==> src/design/lsbcf_pkg.sv <==
`default_nettype none
package lsbcf_pkg;

	localparam int MAX_HALF_WIDTH = 7;
	localparam int WIN_DEPTH = 2 * MAX_HALF_WIDTH + 1;
	localparam int IDX_W = $clog2(WIN_DEPTH);
	localparam int POS_W = $clog2(WIN_DEPTH + 1);
	localparam int HW_W = 3;
	localparam int GAIN_W = 17;
	localparam int CFG_W = 32;
	localparam int SUM_W = 36;
	localparam int WIDE_W = 54;
	localparam int DIV_STEPS = SUM_W;
	localparam int DCNT_W = $clog2(DIV_STEPS);

	localparam logic [GAIN_W-1:0] UNITY_GAIN = 17'd65536;
	localparam logic [GAIN_W-1:0] RISE_RST = 17'd5339;
	localparam logic [GAIN_W-1:0] FALL_RST = 17'd5339;
	localparam logic [31:0] STIFF_RST = 32'd4112;
	localparam logic [31:0] DAMP_RST = 32'd1982;
	localparam logic [GAIN_W-1:0] DT_RST = 17'd1092;
	localparam logic [HW_W-1:0] HALF_RST = 3'd2;

	typedef enum logic [2:0] {
		REG_MODE, REG_RISE, REG_FALL, REG_STIFF, REG_DAMP, REG_DT, REG_HALF
	} cfg_reg_t;

	typedef enum logic [1:0] {MODE_LAG, MODE_SPRING, MODE_BOX, MODE_PASS} mode_t;
	typedef enum logic [1:0] {MUL_LAG, MUL_STIFF, MUL_DAMP, MUL_DT} mul_sel_t;
	typedef enum logic [1:0] {FIN_VALUE, FIN_NEG, FIN_VEL} fin_sel_t;
	typedef enum logic [1:0] {OUT_VALUE, OUT_BOX, OUT_SAMPLE} out_sel_t;

	typedef struct packed {
		logic signed [31:0] sample_in;
		logic               first_of_buffer;
		logic               last_of_buffer;
		logic               clear_state;
	} in_t;

	typedef struct packed {
		logic signed [31:0] sample_out;
		logic               end_of_buffer;
	} out_t;

	typedef struct packed {
		logic     load;
		logic     mul;
		mul_sel_t mul_sel;
		logic     rnd;
		logic     fin;
		fin_sel_t fin_sel;
		logic     box_dec;
		logic     sum_init;
		logic     sum_step;
		logic     div_init;
		logic     div_step;
		logic     emit;
		out_sel_t out_sel;
	} dp_cmd_t;

	typedef struct packed {
		mode_t mode;
		logic  last;
		logic  out_free;
		logic  age_lt_n;
		logic  age_zero;
		logic  sum_done;
		logic  div_done;
	} dp_stat_t;

	function automatic logic signed [31:0] sat32(input logic signed [WIDE_W-1:0] x);
		logic signed [31:0] r;
		if (x > $signed(WIDE_W'(64'sd2147483647))) begin
			r = 32'sh7fffffff;
		end else if (x < -$signed(WIDE_W'(64'sd2147483648))) begin
			r = 32'sh80000000;
		end else begin
			r = x[31:0];
		end
		return r;
	endfunction

	function automatic logic [GAIN_W-1:0] cap_unity(input logic [GAIN_W-1:0] g);
		return (g > UNITY_GAIN) ? UNITY_GAIN : g;
	endfunction

endpackage
`default_nettype wire

==> src/design/lsbcf_dp.sv <==
`default_nettype none
module lsbcf_dp (
	input  wire logic                         clk,
	input  wire logic                         arst_n,
	input  wire logic                         cfg_we,
	input  wire logic [2:0]                   cfg_index,
	input  wire logic [lsbcf_pkg::CFG_W-1:0]  cfg_data,
	input  wire lsbcf_pkg::in_t               in_data,
	input  wire lsbcf_pkg::dp_cmd_t           cmd,
	output lsbcf_pkg::dp_stat_t               stat,
	output logic                              out_valid,
	input  wire logic                         out_stall,
	output lsbcf_pkg::out_t                   out_data
);

	// configuration
	lsbcf_pkg::mode_t                  mode_q;
	logic [lsbcf_pkg::GAIN_W-1:0]      rise_q, fall_q, dt_q;
	logic [31:0]                       stiff_q, damp_q;
	logic [lsbcf_pkg::HW_W-1:0]        half_q;

	// filter state
	logic signed [31:0]                value_q, vel_q, sample_q;
	logic                              seeded_q, last_q;
	logic signed [31:0]                win_q [lsbcf_pkg::WIN_DEPTH];
	logic [lsbcf_pkg::POS_W-1:0]       pos_q, n_q, pos_base, pos_new;
	logic [lsbcf_pkg::IDX_W-1:0]       age_q, k_q, lo, hi, hi0, n_m1;
	logic [lsbcf_pkg::POS_W-1:0]       cnt_q;

	// multiply unit
	logic signed [32:0]                mul_a;
	logic [31:0]                       mul_b;
	logic [32:0]                       mag;
	logic [64:0]                       prod_q;
	logic                              neg_q;
	logic [49:0]                       rmag;
	logic signed [lsbcf_pkg::WIDE_W-1:0] r_q, t_q;

	// box sum and divider
	logic signed [lsbcf_pkg::SUM_W-1:0] acc_q;
	logic [lsbcf_pkg::SUM_W-1:0]       num_q, acc_mag;
	logic [lsbcf_pkg::POS_W:0]         rem_q, rem2;
	logic                              dneg_q;
	logic [lsbcf_pkg::DCNT_W-1:0]      dcnt_q;
	logic signed [lsbcf_pkg::WIDE_W-1:0] qsig;
	logic signed [31:0]                box_val, out_val;

	always_ff @(posedge clk or negedge arst_n) begin
		if (!arst_n) begin
			mode_q  <= lsbcf_pkg::MODE_LAG;
			rise_q  <= lsbcf_pkg::RISE_RST;
			fall_q  <= lsbcf_pkg::FALL_RST;
			stiff_q <= lsbcf_pkg::STIFF_RST;
			damp_q  <= lsbcf_pkg::DAMP_RST;
			dt_q    <= lsbcf_pkg::DT_RST;
			half_q  <= lsbcf_pkg::HALF_RST;
		end else if (cfg_we) begin
			case (lsbcf_pkg::cfg_reg_t'(cfg_index))
				lsbcf_pkg::REG_MODE:  mode_q <= lsbcf_pkg::mode_t'(cfg_data[1:0]);
				lsbcf_pkg::REG_RISE:  rise_q <= cfg_data[lsbcf_pkg::GAIN_W-1:0];
				lsbcf_pkg::REG_FALL:  fall_q <= cfg_data[lsbcf_pkg::GAIN_W-1:0];
				lsbcf_pkg::REG_STIFF: stiff_q <= cfg_data;
				lsbcf_pkg::REG_DAMP:  damp_q <= cfg_data;
				lsbcf_pkg::REG_DT:    dt_q <= cfg_data[lsbcf_pkg::GAIN_W-1:0];
				lsbcf_pkg::REG_HALF:  half_q <= cfg_data[lsbcf_pkg::HW_W-1:0];
				default: ;
			endcase
		end
	end

	// buffer position
	always_comb begin
		pos_base = in_data.first_of_buffer ? '0 : pos_q;
		pos_new  = (pos_base < lsbcf_pkg::POS_W'(lsbcf_pkg::WIN_DEPTH)) ?
			pos_base + 1'b1 : pos_base;
	end

	// window bounds for the current age
	always_comb begin
		lo   = (age_q >= lsbcf_pkg::IDX_W'(half_q)) ? age_q - lsbcf_pkg::IDX_W'(half_q) : '0;
		hi0  = age_q + lsbcf_pkg::IDX_W'(half_q);
		n_m1 = lsbcf_pkg::IDX_W'(n_q - 1'b1);
		hi   = (hi0 > n_m1) ? n_m1 : hi0;
	end

	// multiply operand select
	always_comb begin
		case (cmd.mul_sel)
			lsbcf_pkg::MUL_LAG: begin
				mul_a = 33'(sample_q) - 33'(value_q);
				mul_b = 32'(lsbcf_pkg::cap_unity((sample_q >= value_q) ? rise_q : fall_q));
			end
			lsbcf_pkg::MUL_STIFF: begin
				mul_a = 33'(value_q) - 33'(sample_q);
				mul_b = stiff_q;
			end
			lsbcf_pkg::MUL_DAMP: begin
				mul_a = 33'(vel_q);
				mul_b = damp_q;
			end
			default: begin
				mul_a = 33'(vel_q);
				mul_b = 32'(lsbcf_pkg::cap_unity(dt_q));
			end
		endcase
		mag  = mul_a[32] ? 33'(-mul_a) : 33'(mul_a);
		rmag = {1'b0, prod_q[64:16]} + 50'(prod_q[15]);
	end

	// divider step
	always_comb begin
		rem2    = {rem_q[lsbcf_pkg::POS_W-1:0], num_q[lsbcf_pkg::SUM_W-1]};
		acc_mag = acc_q[lsbcf_pkg::SUM_W-1] ? lsbcf_pkg::SUM_W'(-acc_q) : lsbcf_pkg::SUM_W'(acc_q);
		qsig    = dneg_q ? -$signed({18'd0, num_q}) : $signed({18'd0, num_q});
		box_val = lsbcf_pkg::sat32(qsig);
		case (cmd.out_sel)
			lsbcf_pkg::OUT_BOX:    out_val = box_val;
			lsbcf_pkg::OUT_SAMPLE: out_val = sample_q;
			default:               out_val = value_q;
		endcase
	end

	always_ff @(posedge clk or negedge arst_n) begin
		if (!arst_n) begin
			value_q   <= '0;
			vel_q     <= '0;
			seeded_q  <= 1'b0;
			pos_q     <= '0;
			out_valid <= 1'b0;
		end else begin
			if (cmd.load) begin
				if (in_data.clear_state || !seeded_q) begin
					value_q  <= in_data.sample_in;
					vel_q    <= '0;
					seeded_q <= 1'b1;
				end
				pos_q <= in_data.last_of_buffer ? '0 : pos_new;
			end
			if (cmd.fin) begin
				case (cmd.fin_sel)
					lsbcf_pkg::FIN_VEL: vel_q <= lsbcf_pkg::sat32(
						lsbcf_pkg::WIDE_W'(vel_q) + t_q - r_q);
					lsbcf_pkg::FIN_VALUE: value_q <= lsbcf_pkg::sat32(
						lsbcf_pkg::WIDE_W'(value_q) + r_q);
					default: ;
				endcase
			end
			if (cmd.emit) begin
				out_valid <= 1'b1;
			end else if (!out_stall) begin
				out_valid <= 1'b0;
			end
		end
	end

	always_ff @(posedge clk) begin
		if (cmd.load) begin
			for (int i = lsbcf_pkg::WIN_DEPTH - 1; i > 0; i--) begin
				win_q[i] <= win_q[i-1];
			end
			win_q[0] <= in_data.sample_in;
			sample_q <= in_data.sample_in;
			last_q   <= in_data.last_of_buffer;
			n_q      <= pos_new;
			age_q    <= lsbcf_pkg::IDX_W'(half_q);
		end
		if (cmd.box_dec) begin
			age_q <= age_q - 1'b1;
		end
		if (cmd.mul) begin
			prod_q <= 65'(mag) * 65'(mul_b);
			neg_q  <= mul_a[32];
		end
		if (cmd.rnd) begin
			r_q <= neg_q ? -$signed({4'd0, rmag}) : $signed({4'd0, rmag});
		end
		if (cmd.fin && cmd.fin_sel == lsbcf_pkg::FIN_NEG) begin
			t_q <= -r_q;
		end
		if (cmd.sum_init) begin
			k_q   <= lo;
			acc_q <= '0;
			cnt_q <= lsbcf_pkg::POS_W'(hi - lo) + 1'b1;
		end
		if (cmd.sum_step) begin
			acc_q <= acc_q + lsbcf_pkg::SUM_W'(win_q[k_q]);
			k_q   <= k_q + 1'b1;
		end
		if (cmd.div_init) begin
			dneg_q <= acc_q[lsbcf_pkg::SUM_W-1];
			num_q  <= acc_mag + lsbcf_pkg::SUM_W'(cnt_q >> 1);
			rem_q  <= '0;
			dcnt_q <= '0;
		end
		if (cmd.div_step) begin
			if (rem2 >= {1'b0, cnt_q}) begin
				rem_q <= rem2 - {1'b0, cnt_q};
				num_q <= {num_q[lsbcf_pkg::SUM_W-2:0], 1'b1};
			end else begin
				rem_q <= rem2;
				num_q <= {num_q[lsbcf_pkg::SUM_W-2:0], 1'b0};
			end
			dcnt_q <= dcnt_q + 1'b1;
		end
		if (cmd.emit) begin
			out_data.sample_out    <= out_val;
			out_data.end_of_buffer <= (cmd.out_sel == lsbcf_pkg::OUT_BOX) ?
				(last_q && age_q == '0) : last_q;
		end
	end

	always_comb begin
		stat.mode     = mode_q;
		stat.last     = last_q;
		stat.out_free = !out_valid || !out_stall;
		stat.age_lt_n = lsbcf_pkg::POS_W'(age_q) < n_q;
		stat.age_zero = age_q == '0;
		stat.sum_done = k_q == hi;
		stat.div_done = dcnt_q == lsbcf_pkg::DCNT_W'(lsbcf_pkg::DIV_STEPS - 1);
	end

endmodule
`default_nettype wire

==> src/design/lsbcf_ctrl.sv <==
`default_nettype none
module lsbcf_ctrl (
	input  wire logic                clk,
	input  wire logic                arst_n,
	input  wire logic                in_valid,
	output logic                     in_stall,
	input  wire lsbcf_pkg::dp_stat_t stat,
	output lsbcf_pkg::dp_cmd_t       cmd
);

	typedef enum logic [3:0] {
		ST_IDLE, ST_MUL, ST_RND, ST_FIN, ST_PICK, ST_SUM, ST_DIVI, ST_DIV, ST_EMIT
	} state_t;

	state_t     state_q;
	logic [1:0] step_q;
	logic       spring;
	logic       box_more;

	assign in_stall = state_q != ST_IDLE;
	assign spring   = stat.mode == lsbcf_pkg::MODE_SPRING;
	assign box_more = stat.last && !stat.age_zero;

	always_comb begin
		cmd = '0;
		case (step_q)
			2'd0:    cmd.mul_sel = spring ? lsbcf_pkg::MUL_STIFF : lsbcf_pkg::MUL_LAG;
			2'd1:    cmd.mul_sel = lsbcf_pkg::MUL_DAMP;
			default: cmd.mul_sel = lsbcf_pkg::MUL_DT;
		endcase
		case (step_q)
			2'd0:    cmd.fin_sel = spring ? lsbcf_pkg::FIN_NEG : lsbcf_pkg::FIN_VALUE;
			2'd1:    cmd.fin_sel = lsbcf_pkg::FIN_VEL;
			default: cmd.fin_sel = lsbcf_pkg::FIN_VALUE;
		endcase
		case (stat.mode)
			lsbcf_pkg::MODE_BOX:  cmd.out_sel = lsbcf_pkg::OUT_BOX;
			lsbcf_pkg::MODE_PASS: cmd.out_sel = lsbcf_pkg::OUT_SAMPLE;
			default:              cmd.out_sel = lsbcf_pkg::OUT_VALUE;
		endcase
		case (state_q)
			ST_IDLE: cmd.load = in_valid;
			ST_MUL:  cmd.mul = 1'b1;
			ST_RND:  cmd.rnd = 1'b1;
			ST_FIN:  cmd.fin = 1'b1;
			ST_PICK: begin
				cmd.sum_init = stat.age_lt_n;
				cmd.box_dec  = !stat.age_lt_n && box_more;
			end
			ST_SUM:  cmd.sum_step = 1'b1;
			ST_DIVI: cmd.div_init = 1'b1;
			ST_DIV:  cmd.div_step = 1'b1;
			ST_EMIT: begin
				cmd.emit    = stat.out_free;
				cmd.box_dec = stat.out_free && stat.mode == lsbcf_pkg::MODE_BOX && box_more;
			end
			default: ;
		endcase
	end

	always_ff @(posedge clk or negedge arst_n) begin
		if (!arst_n) begin
			state_q <= ST_IDLE;
			step_q  <= '0;
		end else begin
			case (state_q)
				ST_IDLE: begin
					step_q <= '0;
					if (in_valid) begin
						case (stat.mode)
							lsbcf_pkg::MODE_BOX:  state_q <= ST_PICK;
							lsbcf_pkg::MODE_PASS: state_q <= ST_EMIT;
							default:              state_q <= ST_MUL;
						endcase
					end
				end
				ST_MUL: state_q <= ST_RND;
				ST_RND: state_q <= ST_FIN;
				ST_FIN: begin
					if (spring && step_q != 2'd2) begin
						step_q  <= step_q + 1'b1;
						state_q <= ST_MUL;
					end else begin
						state_q <= ST_EMIT;
					end
				end
				ST_PICK: begin
					if (stat.age_lt_n) begin
						state_q <= ST_SUM;
					end else if (!box_more) begin
						state_q <= ST_IDLE;
					end
				end
				ST_SUM: begin
					if (stat.sum_done) begin
						state_q <= ST_DIVI;
					end
				end
				ST_DIVI: state_q <= ST_DIV;
				ST_DIV: begin
					if (stat.div_done) begin
						state_q <= ST_EMIT;
					end
				end
				ST_EMIT: begin
					if (stat.out_free) begin
						if (stat.mode == lsbcf_pkg::MODE_BOX && box_more) begin
							state_q <= ST_PICK;
						end else begin
							state_q <= ST_IDLE;
						end
					end
				end
				default: state_q <= ST_IDLE;
			endcase
		end
	end

endmodule
`default_nettype wire

==> src/design/lag_spring_box_channel_filter_core.sv <==
// Per accepted beat: pass goes straight to the output register, lag runs the
// multiply/round/finish pass, spring runs it for stiffness, damping and time step.
// Box: each result sums its window taps and divides; ages past the taps are skipped.
// One sample in flight; the next beat is taken once its last result sits in the output reg.
// Reset: config registers return to defaults, filter state and buffer position
// clear; the window taps are not cleared (only taps of the current buffer are read).
`default_nettype none
module lag_spring_box_channel_filter_core (
	input  wire logic                        clk,
	input  wire logic                        arst_n,
	// configuration write port
	input  wire logic                        cfg_we,
	input  wire logic [2:0]                  cfg_index,
	input  wire logic [lsbcf_pkg::CFG_W-1:0] cfg_data,
	// sample input channel
	input  wire logic                        in_valid,
	output logic                             in_stall,
	input  wire lsbcf_pkg::in_t              in_data,
	// result channel
	output logic                             out_valid,
	input  wire logic                        out_stall,
	output lsbcf_pkg::out_t                  out_data
);

	// command/status bus between sequencer and datapath
	lsbcf_pkg::dp_cmd_t  cmd;
	lsbcf_pkg::dp_stat_t stat;

	// sequencer: seeds and loads on an accepted beat, then walks the multiply/round/finish
	// steps, the box sum/divide loop per result, or goes straight to emit in pass mode
	lsbcf_ctrl u_ctrl (
		.clk      (clk),
		.arst_n   (arst_n),
		.in_valid (in_valid),
		.in_stall (in_stall),
		.stat     (stat),
		.cmd      (cmd)
	);

	// datapath: config, window taps, shared multiplier, divider, output register
	lsbcf_dp u_dp (
		.clk       (clk),
		.arst_n    (arst_n),
		.cfg_we    (cfg_we),
		.cfg_index (cfg_index),
		.cfg_data  (cfg_data),
		.in_data   (in_data),
		.cmd       (cmd),
		.stat      (stat),
		.out_valid (out_valid),
		.out_stall (out_stall),
		.out_data  (out_data)
	);

endmodule
`default_nettype wire
==> config.mk <==
export PLATFORM = sky130hd
export DESIGN_NAME = lag_spring_box_channel_filter_core
export DESIGN_NICKNAME = d
export VERILOG_FILES = /design/src/design/lsbcf_pkg.sv /design/src/design/lsbcf_dp.sv /design/src/design/lsbcf_ctrl.sv /design/src/design/lag_spring_box_channel_filter_core.sv
export SDC_FILE = /design/constraint.sdc
export NUM_CORES = 2
export LEC_CHECK = 0
export CAP_MARGIN = 20
export CELL_PAD_IN_SITES_DETAIL_PLACEMENT = 1
export CELL_PAD_IN_SITES_GLOBAL_PLACEMENT = 2
export CORE_UTILIZATION = 40
export CTS_CLUSTER_SIZE = 28
export DETAILED_ROUTE_END_ITERATION = 8
export DONT_BUFFER_PORTS = 1
export PLACE_DENSITY_LB_ADDON = 0.1
export REMOVE_ABC_BUFFERS = 1
export SYNTH_ARGS = -nofsm -noshare
export SYNTH_HDL_FRONTEND = slang
export SYNTH_HIERARCHICAL = 1
export SYNTH_SLANG_ARGS = --single-unit
==> constraint.sdc <==
create_clock -name clk -period 15.3 [get_ports clk]
set_input_delay 3.06 -clock clk [delete_from_list [all_inputs] [get_ports clk]]
set_output_delay 3.06 -clock clk [all_outputs]
set_load 0.02 [all_outputs]
After elaboration in Yosys (flattened, before gate mapping)
Memory sizes are Yosys's and may differ from the RTL's. A register that Yosys moved wholly into a read port is not among the register bits.
Index checks and enable logic that the tools add are counted.
- $add $sub $neg: 24
- multiply operators: 1
- $lt $le $gt $ge: 14
- equal/unequal tests: 34
- multiplexer cells: 75
- reduce and logical (&&, ||, !) cells: 36
- operators by type and width (operator ; number):
    two-way mux 32 bit ; 14
    two-way mux 36 bit ; 5
    > comparator 54 x 32 -> 1 bit, second input constant ; 3
    < comparator 54 x 32 -> 1 bit, second input constant ; 3
    adder 32 x 54 -> 54 bit ; 2
    one-hot mux 32 bit (3 select lines) ; 1
    two-way mux 4 bit ; 20
    one-hot mux 33 bit (2 select lines) ; 1
    subtractor 32 x 32 -> 33 bit ; 2
    multiplier 33 x 32 -> 65 bit ; 1
    one-hot mux 32 bit (2 select lines) ; 1
    two-way mux 54 bit ; 1
    negation 36 -> 54 bit ; 1
    negation 50 -> 54 bit ; 1
    negation 54 bit ; 1
    subtractor 54 bit ; 1
    two-way mux 17 bit ; 3
    adder 49 x 1 -> 50 bit ; 1
    two-way mux 50 bit ; 1
    adder 36 x 3 -> 36 bit ; 1
    adder 36 x 32 -> 36 bit ; 1
    negation 36 bit ; 1
    one-hot mux 4 bit (9 select lines) ; 1
    > comparator 17 bit, second input constant ; 2
    46 further kinds ; 115
- register bits after elaboration: 535
- bits in writable memories: 480
- input port bits: 75
- output and inout bits: 35
- logic and storage cells: 217
- memories kept: 1
- memory list (name ; words ; bits a word ; rd ports ; clocked after Yosys merged registers in ; wr ports ; RTL line ; RTL):
    u_dp.win_q ; 15 ; 32 ; 15 ; 1 ; 15 ; lsbcf_dp.sv:25 ; logic signed [31:0] win_q [lsbcf_pkg::WIN_DEPTH];

Longest topological paths before layout
- depth in word-level cells: 8
- depth in mapped cells: 51
- depth with buffers taken out: 47

Cells and area by module
Netlist, hierarchy kept.
- modules (own cells, without submodules) (module ; instances ; cells an instance ; area an instance (um2) ; sequential area each (um2)):
    lsbcf_dp ; 1 ; 9433 ; 93784.9 ; 28055.7
    lsbcf_ctrl ; 1 ; 76 ; 670.6 ; 150.1

Worst setup path before layout
OpenSTA, ideal clock, no wires.
- kind: input port to flip-flop
- start: input port in_valid
- end: register u_dp/pos_q[0] (netlist name)
- library setup time: 0.071 ns
- data arrival time: 16.352 ns
- data required time: 15.229 ns
- path slack: -1.123 ns
- stages: 4
- path buffers: 0
- path through: and2_1 inv_1 nor2_1 a22o_1
- cells in the longest elaborated chain, start to end: 1
- RTL lines (element ; RTL line ; RTL):
    from (decl) ; lag_spring_box_channel_filter_core.sv:16 ; input wire logic in_valid,
    two-way mux 1 bit ; lsbcf_ctrl.sv:41 ; case (state_q)
    to (signal assigned) ; lsbcf_dp.sv:137 ; pos_q <= in_data.last_of_buffer ? '0 : pos_new;
    to (decl) ; lsbcf_dp.sv:26 ; logic [lsbcf_pkg::POS_W-1:0] pos_q, n_q, pos_base, pos_new;
No other way between the ends.
A chain may end at the register's enable or synchronous reset.

==> metrics.md <==
| Metric | Value |
|---|---|
| Status | `finished, final reports clean` |
| Final setup violation count | `0` |
| Cell Area, Synth | `0.0945 mm2` |
| Worst hold path type | `reg -> reg` |
| Vias/cell | `5.70` |
| Final ANT Viol Nets | `0` |
| Syn. warnings | `6` |
| Async SR Flop Fraction | `0.202` |
| Post-synthesis mux area share | `0.0548` |
| DIE HEIGHT | `488 um` |
| Seq cells post-synth | `972` |
| CTS root buf | `clkbuf_16` |
| CTS tree | `built` |
| Crit-path slowest cell | `o41ai_2` |
| Worst path max stage delay | `between 0.6 and 0.7 ns` |
| Core box area | `0.235 mm2` |
| Starting density of the core | `0.402` |
| Hold depth | `0` |
| Synth Area in Compound Gates | `0.116` |
| Fraction of layout cells with a size suffix above 1 | `0.0912` |
| Crit path launch type | `register` |
| Number of port buffers | `0` |
| Filler Cell Count | `26100` |
| Most common cell after layout, fill and taps aside | `inv_1` |
| EDFF count, synth | `772` |
| Clk_lat worst skew | `0.82 ns` |
| Count of final hold-check violations | `0` |
| Num ports | `110` |
| Period utilization | `0.935` |
| Clk_skew | `0.112 ns` |
| RSZ-0062 raised after global routing | `false` |
| DRT Pass-1 Iters | `7` |
| Max-capacitance violation count | `0` |
| Commonest register cell after synthesis | `edfxtp_1` |
| Total overflow reported by the global router | `0` |
| DR iter-0 viols | `around 4300` |
| Gpl congestion | `0.914` |
| Register-to-register setup slack | `0.99 ns` |
| First-pass GRT wire length | `502 mm` |
| WP data arrival | `14.88 ns` |
| Largest family of logic cells by synthesized area | `adder cells` |
| PostCTS Resize Cnt | `0` |
| Reg2reg start | `u_ctrl/step_q[0]$_DFFE_PN0P_` |
| Max H-tree Level | `3` |
| Post-Synthesis Cells | `9509` |
| Critical path type | `reg -> reg` |
| Synth Area in Simple Gates | `0.139` |
| Setup TNS | `0 ns` |
| Multi-input gate area | `approximately 0.06 mm2` |
| CTS Buffer Depth | `3` |
| Initial antenna violation count | `7` |
| Critical Path Fanout Max | `40` |
| Hold path start | `u_dp/win_q[2][24]$_DFFE_PP_` |
| Avg WL per Cell | `26.1 um` |
| Hold bufs inserted after CTS | `0` |
| Setup bufs post-CTS | `0` |
| Post-synthesis adder-cell area fraction | `0.277` |
| Vias in the first global route | `~78000` |
| Via count | `71800` |
| Width of the die | `488 um` |
| CP Data Required Time | `15.87 ns` |
| Most common cell on crit path | `fa_1` |
| Util after Layout | `0.436` |
| Sinks on Clock Net | `972` |
| Crit. End Element | `register` |
| Slew Limit Fails | `0` |
| Largest net degree at the start of global routing | `198` |
| Num CTS Buffers | `115` |
| FF-to-FF path depth | `45` |
| Slew margin rel. | `0.177` |
| Final wirelength | `329 mm` |
| CTS clock-pin slew for the worst setup and hold paths | `0.06 ns` |
| Drt drc | `0` |
| Max Clk Rate | `69.9 MHz` |
| Dpl hpwl | `between 200 and 300 mm` |
| Register Area | `0.0282 mm2` |
| Yosys cell types | `124` |
| Synth-to-Final Area Change | `8.52%` |
| Overall routing resource usage | `0.280` |
| Full die area | `between 0.2 and 0.25 mm2` |
| Nets | `10900` |
| Rows | `178` |
| Average size of a mapped cell | `9.93 um2` |
| Commonest non-fill, non-tap cells in the layout | `inv_1, nand2_1, fa_1` |
| Period minus WS final | `14.31 ns` |
| Synth Area in XOR/XNOR | `0.0425` |
| Worst-margin pin slew | `1.23 ns` |
| Hold EP | `u_dp/win_q[3][24]$_DFFE_PP_` |
| Post-synthesis sequential area ratio | `0.299` |
| R2R Path End | `u_dp/prod_q[45]$_DFFE_PP_` |
[final cells by class]
cell class | instances | area share
tap | 3150 | 0.0385
clock inverter | 51 | 0.00570
antenna | 6 | 0.000146
inverter | 1278 | 0.0468
multi-input combinational | 6765 | 0.586
clock buffer | 168 | 0.0324
timing repair buffer | 207 | 0.0156
sequential | 972 | 0.275
[sequential cells by signal, summed over array words and instances (netlist names), 17 cells and up, named ones only]
register       count
u_dp/rise_q       17
u_dp/prod_q       50
u_dp/out_data     33
u_dp/dt_q         17
u_dp/num_q        36
u_dp/acc_q        36
u_dp/damp_q       32
u_dp/vel_q        32
u_dp/t_q          54
u_dp/value_q      32
u_dp/win_q       480
u_dp/fall_q       17
u_dp/r_q          54
u_dp/stiff_q      32
[cell usage after synthesis (35+ instances only)]
library cell | count | share of area
nand2_1 | 1022 | 0.041
mux4_2 | 129 | 0.031
a221oi_1 | 48 | 0.0045
nand3_1 | 194 | 0.010
mux2i_1 | 74 | 0.0078
a32oi_1 | 37 | 0.0034
o21a_1 | 77 | 0.0061
and2_1 | 57 | 0.0038
a21oi_1 | 386 | 0.020
ha_1 | 510 | 0.068
o21ai_0 | 304 | 0.016
nand4_1 | 81 | 0.0054
nor4_1 | 90 | 0.0060
o211ai_1 | 42 | 0.0033
xor2_1 | 179 | 0.017
o21bai_1 | 45 | 0.0036
mux2_2 | 135 | 0.016
a22oi_1 | 55 | 0.0044
buf_2 | 45 | 0.0024
a21o_1 | 174 | 0.014
a31oi_1 | 55 | 0.0036
a211oi_1 | 62 | 0.0049
xnor2_1 | 278 | 0.026
nand2b_1 | 65 | 0.0043
nor2b_1 | 79 | 0.0052
buf_1 | 35 | 0.0014
inv_1 | 1275 | 0.051
nor2_1 | 781 | 0.031
fa_1 | 987 | 0.21
clkbuf_1 | 392 | 0.016
nor3_1 | 184 | 0.0097
o22ai_1 | 51 | 0.0034
o31ai_1 | 41 | 0.0033
dfrtp_1 | 165 | 0.044
or3_1 | 36 | 0.0024
edfxtp_1 | 772 | 0.25
and3_1 | 56 | 0.0037
[routing by layer]
layer,up-vias,part of all wire,wire length (um),track usage
met5,-,0.000052,17,0
met4,2,0.036,11700,0.0893
met3,402,0.047,15500,0.0358
met2,1661,0.47,156000,0.469
met1,37700,0.44,146000,0.374
li1,32100,-,-,-
[worst max path at each step]
| stage | startpoint | endpoint | slack [ns] |
|---|---|---|---|
| floorplan | in_valid | u_dp/value_q[30]$_DFF_PN0_ | -4.93 |
| global placement | u_ctrl/step_q[0]$_DFFE_PN0P_ | u_dp/prod_q[45]$_DFFE_PP_ | 1.08 |
| detailed placement | u_ctrl/step_q[0]$_DFFE_PN0P_ | u_dp/prod_q[45]$_DFFE_PP_ | 1.08 |
| CTS | u_ctrl/step_q[0]$_DFFE_PN0P_ | u_dp/prod_q[45]$_DFFE_PP_ | 1.06 |
| global route | u_ctrl/step_q[0]$_DFFE_PN0P_ | u_dp/prod_q[45]$_DFFE_PP_ | 0.49 |
| finish | u_ctrl/step_q[0]$_DFFE_PN0P_ | u_dp/prod_q[45]$_DFFE_PP_ | 0.99 |
[per-stage QoR]
| stage | std cells | hold slack (ns) | instance area (um2) | setup WS [ns] |
|---|---|---|---|---|
| 3_5_place_dp | 12400 | 0.431 | 98500 | 1.08 |
| 2_1_floorplan | 9015 | 0.421 | 92400 | -4.93 |
| 4_1_cts | 12600 | 0.403 | 102000 | 1.06 |
| 5_1_grt | 12600 | 0.406 | 102000 | 0.488 |
| 3_3_place_gp | 12400 | 0.425 | 98500 | 1.08 |
| 6_report | 12600 | 0.414 | 103000 | 0.993 |
[kinds of logic (layout without fill, tap and decap cells)]
family | after synthesis | count (layout)
xor gates and xnor gates | 458 | 458
buffers and inverters | 1772 | 1704
muxes | 339 | 339
AOI/OAI and AO/OA | 1642 | 1642
DFF | 972 | 972
and+or+nand+nor | 2829 | 2829
other | 0 | 6
adders and majority gates | 1497 | 1497
[worst max-delay path: cells and delay by family (launching register included)]
kind | cells | cell delay [ns]
AOI/OAI and AO/OA | 16 | 4.72
xor gates and xnor gates | 3 | 0.61
adders and majority gates | 10 | 4.79
buffers and inverters | 7 | 1.11
DFF | 1 | 0.41
muxes | 1 | 0.28
and+or+nand+nor | 8 | 2.11
Power is not shown: default switching activity piles up to over one toggle a cycle in this logic, so the estimate is an artifact.
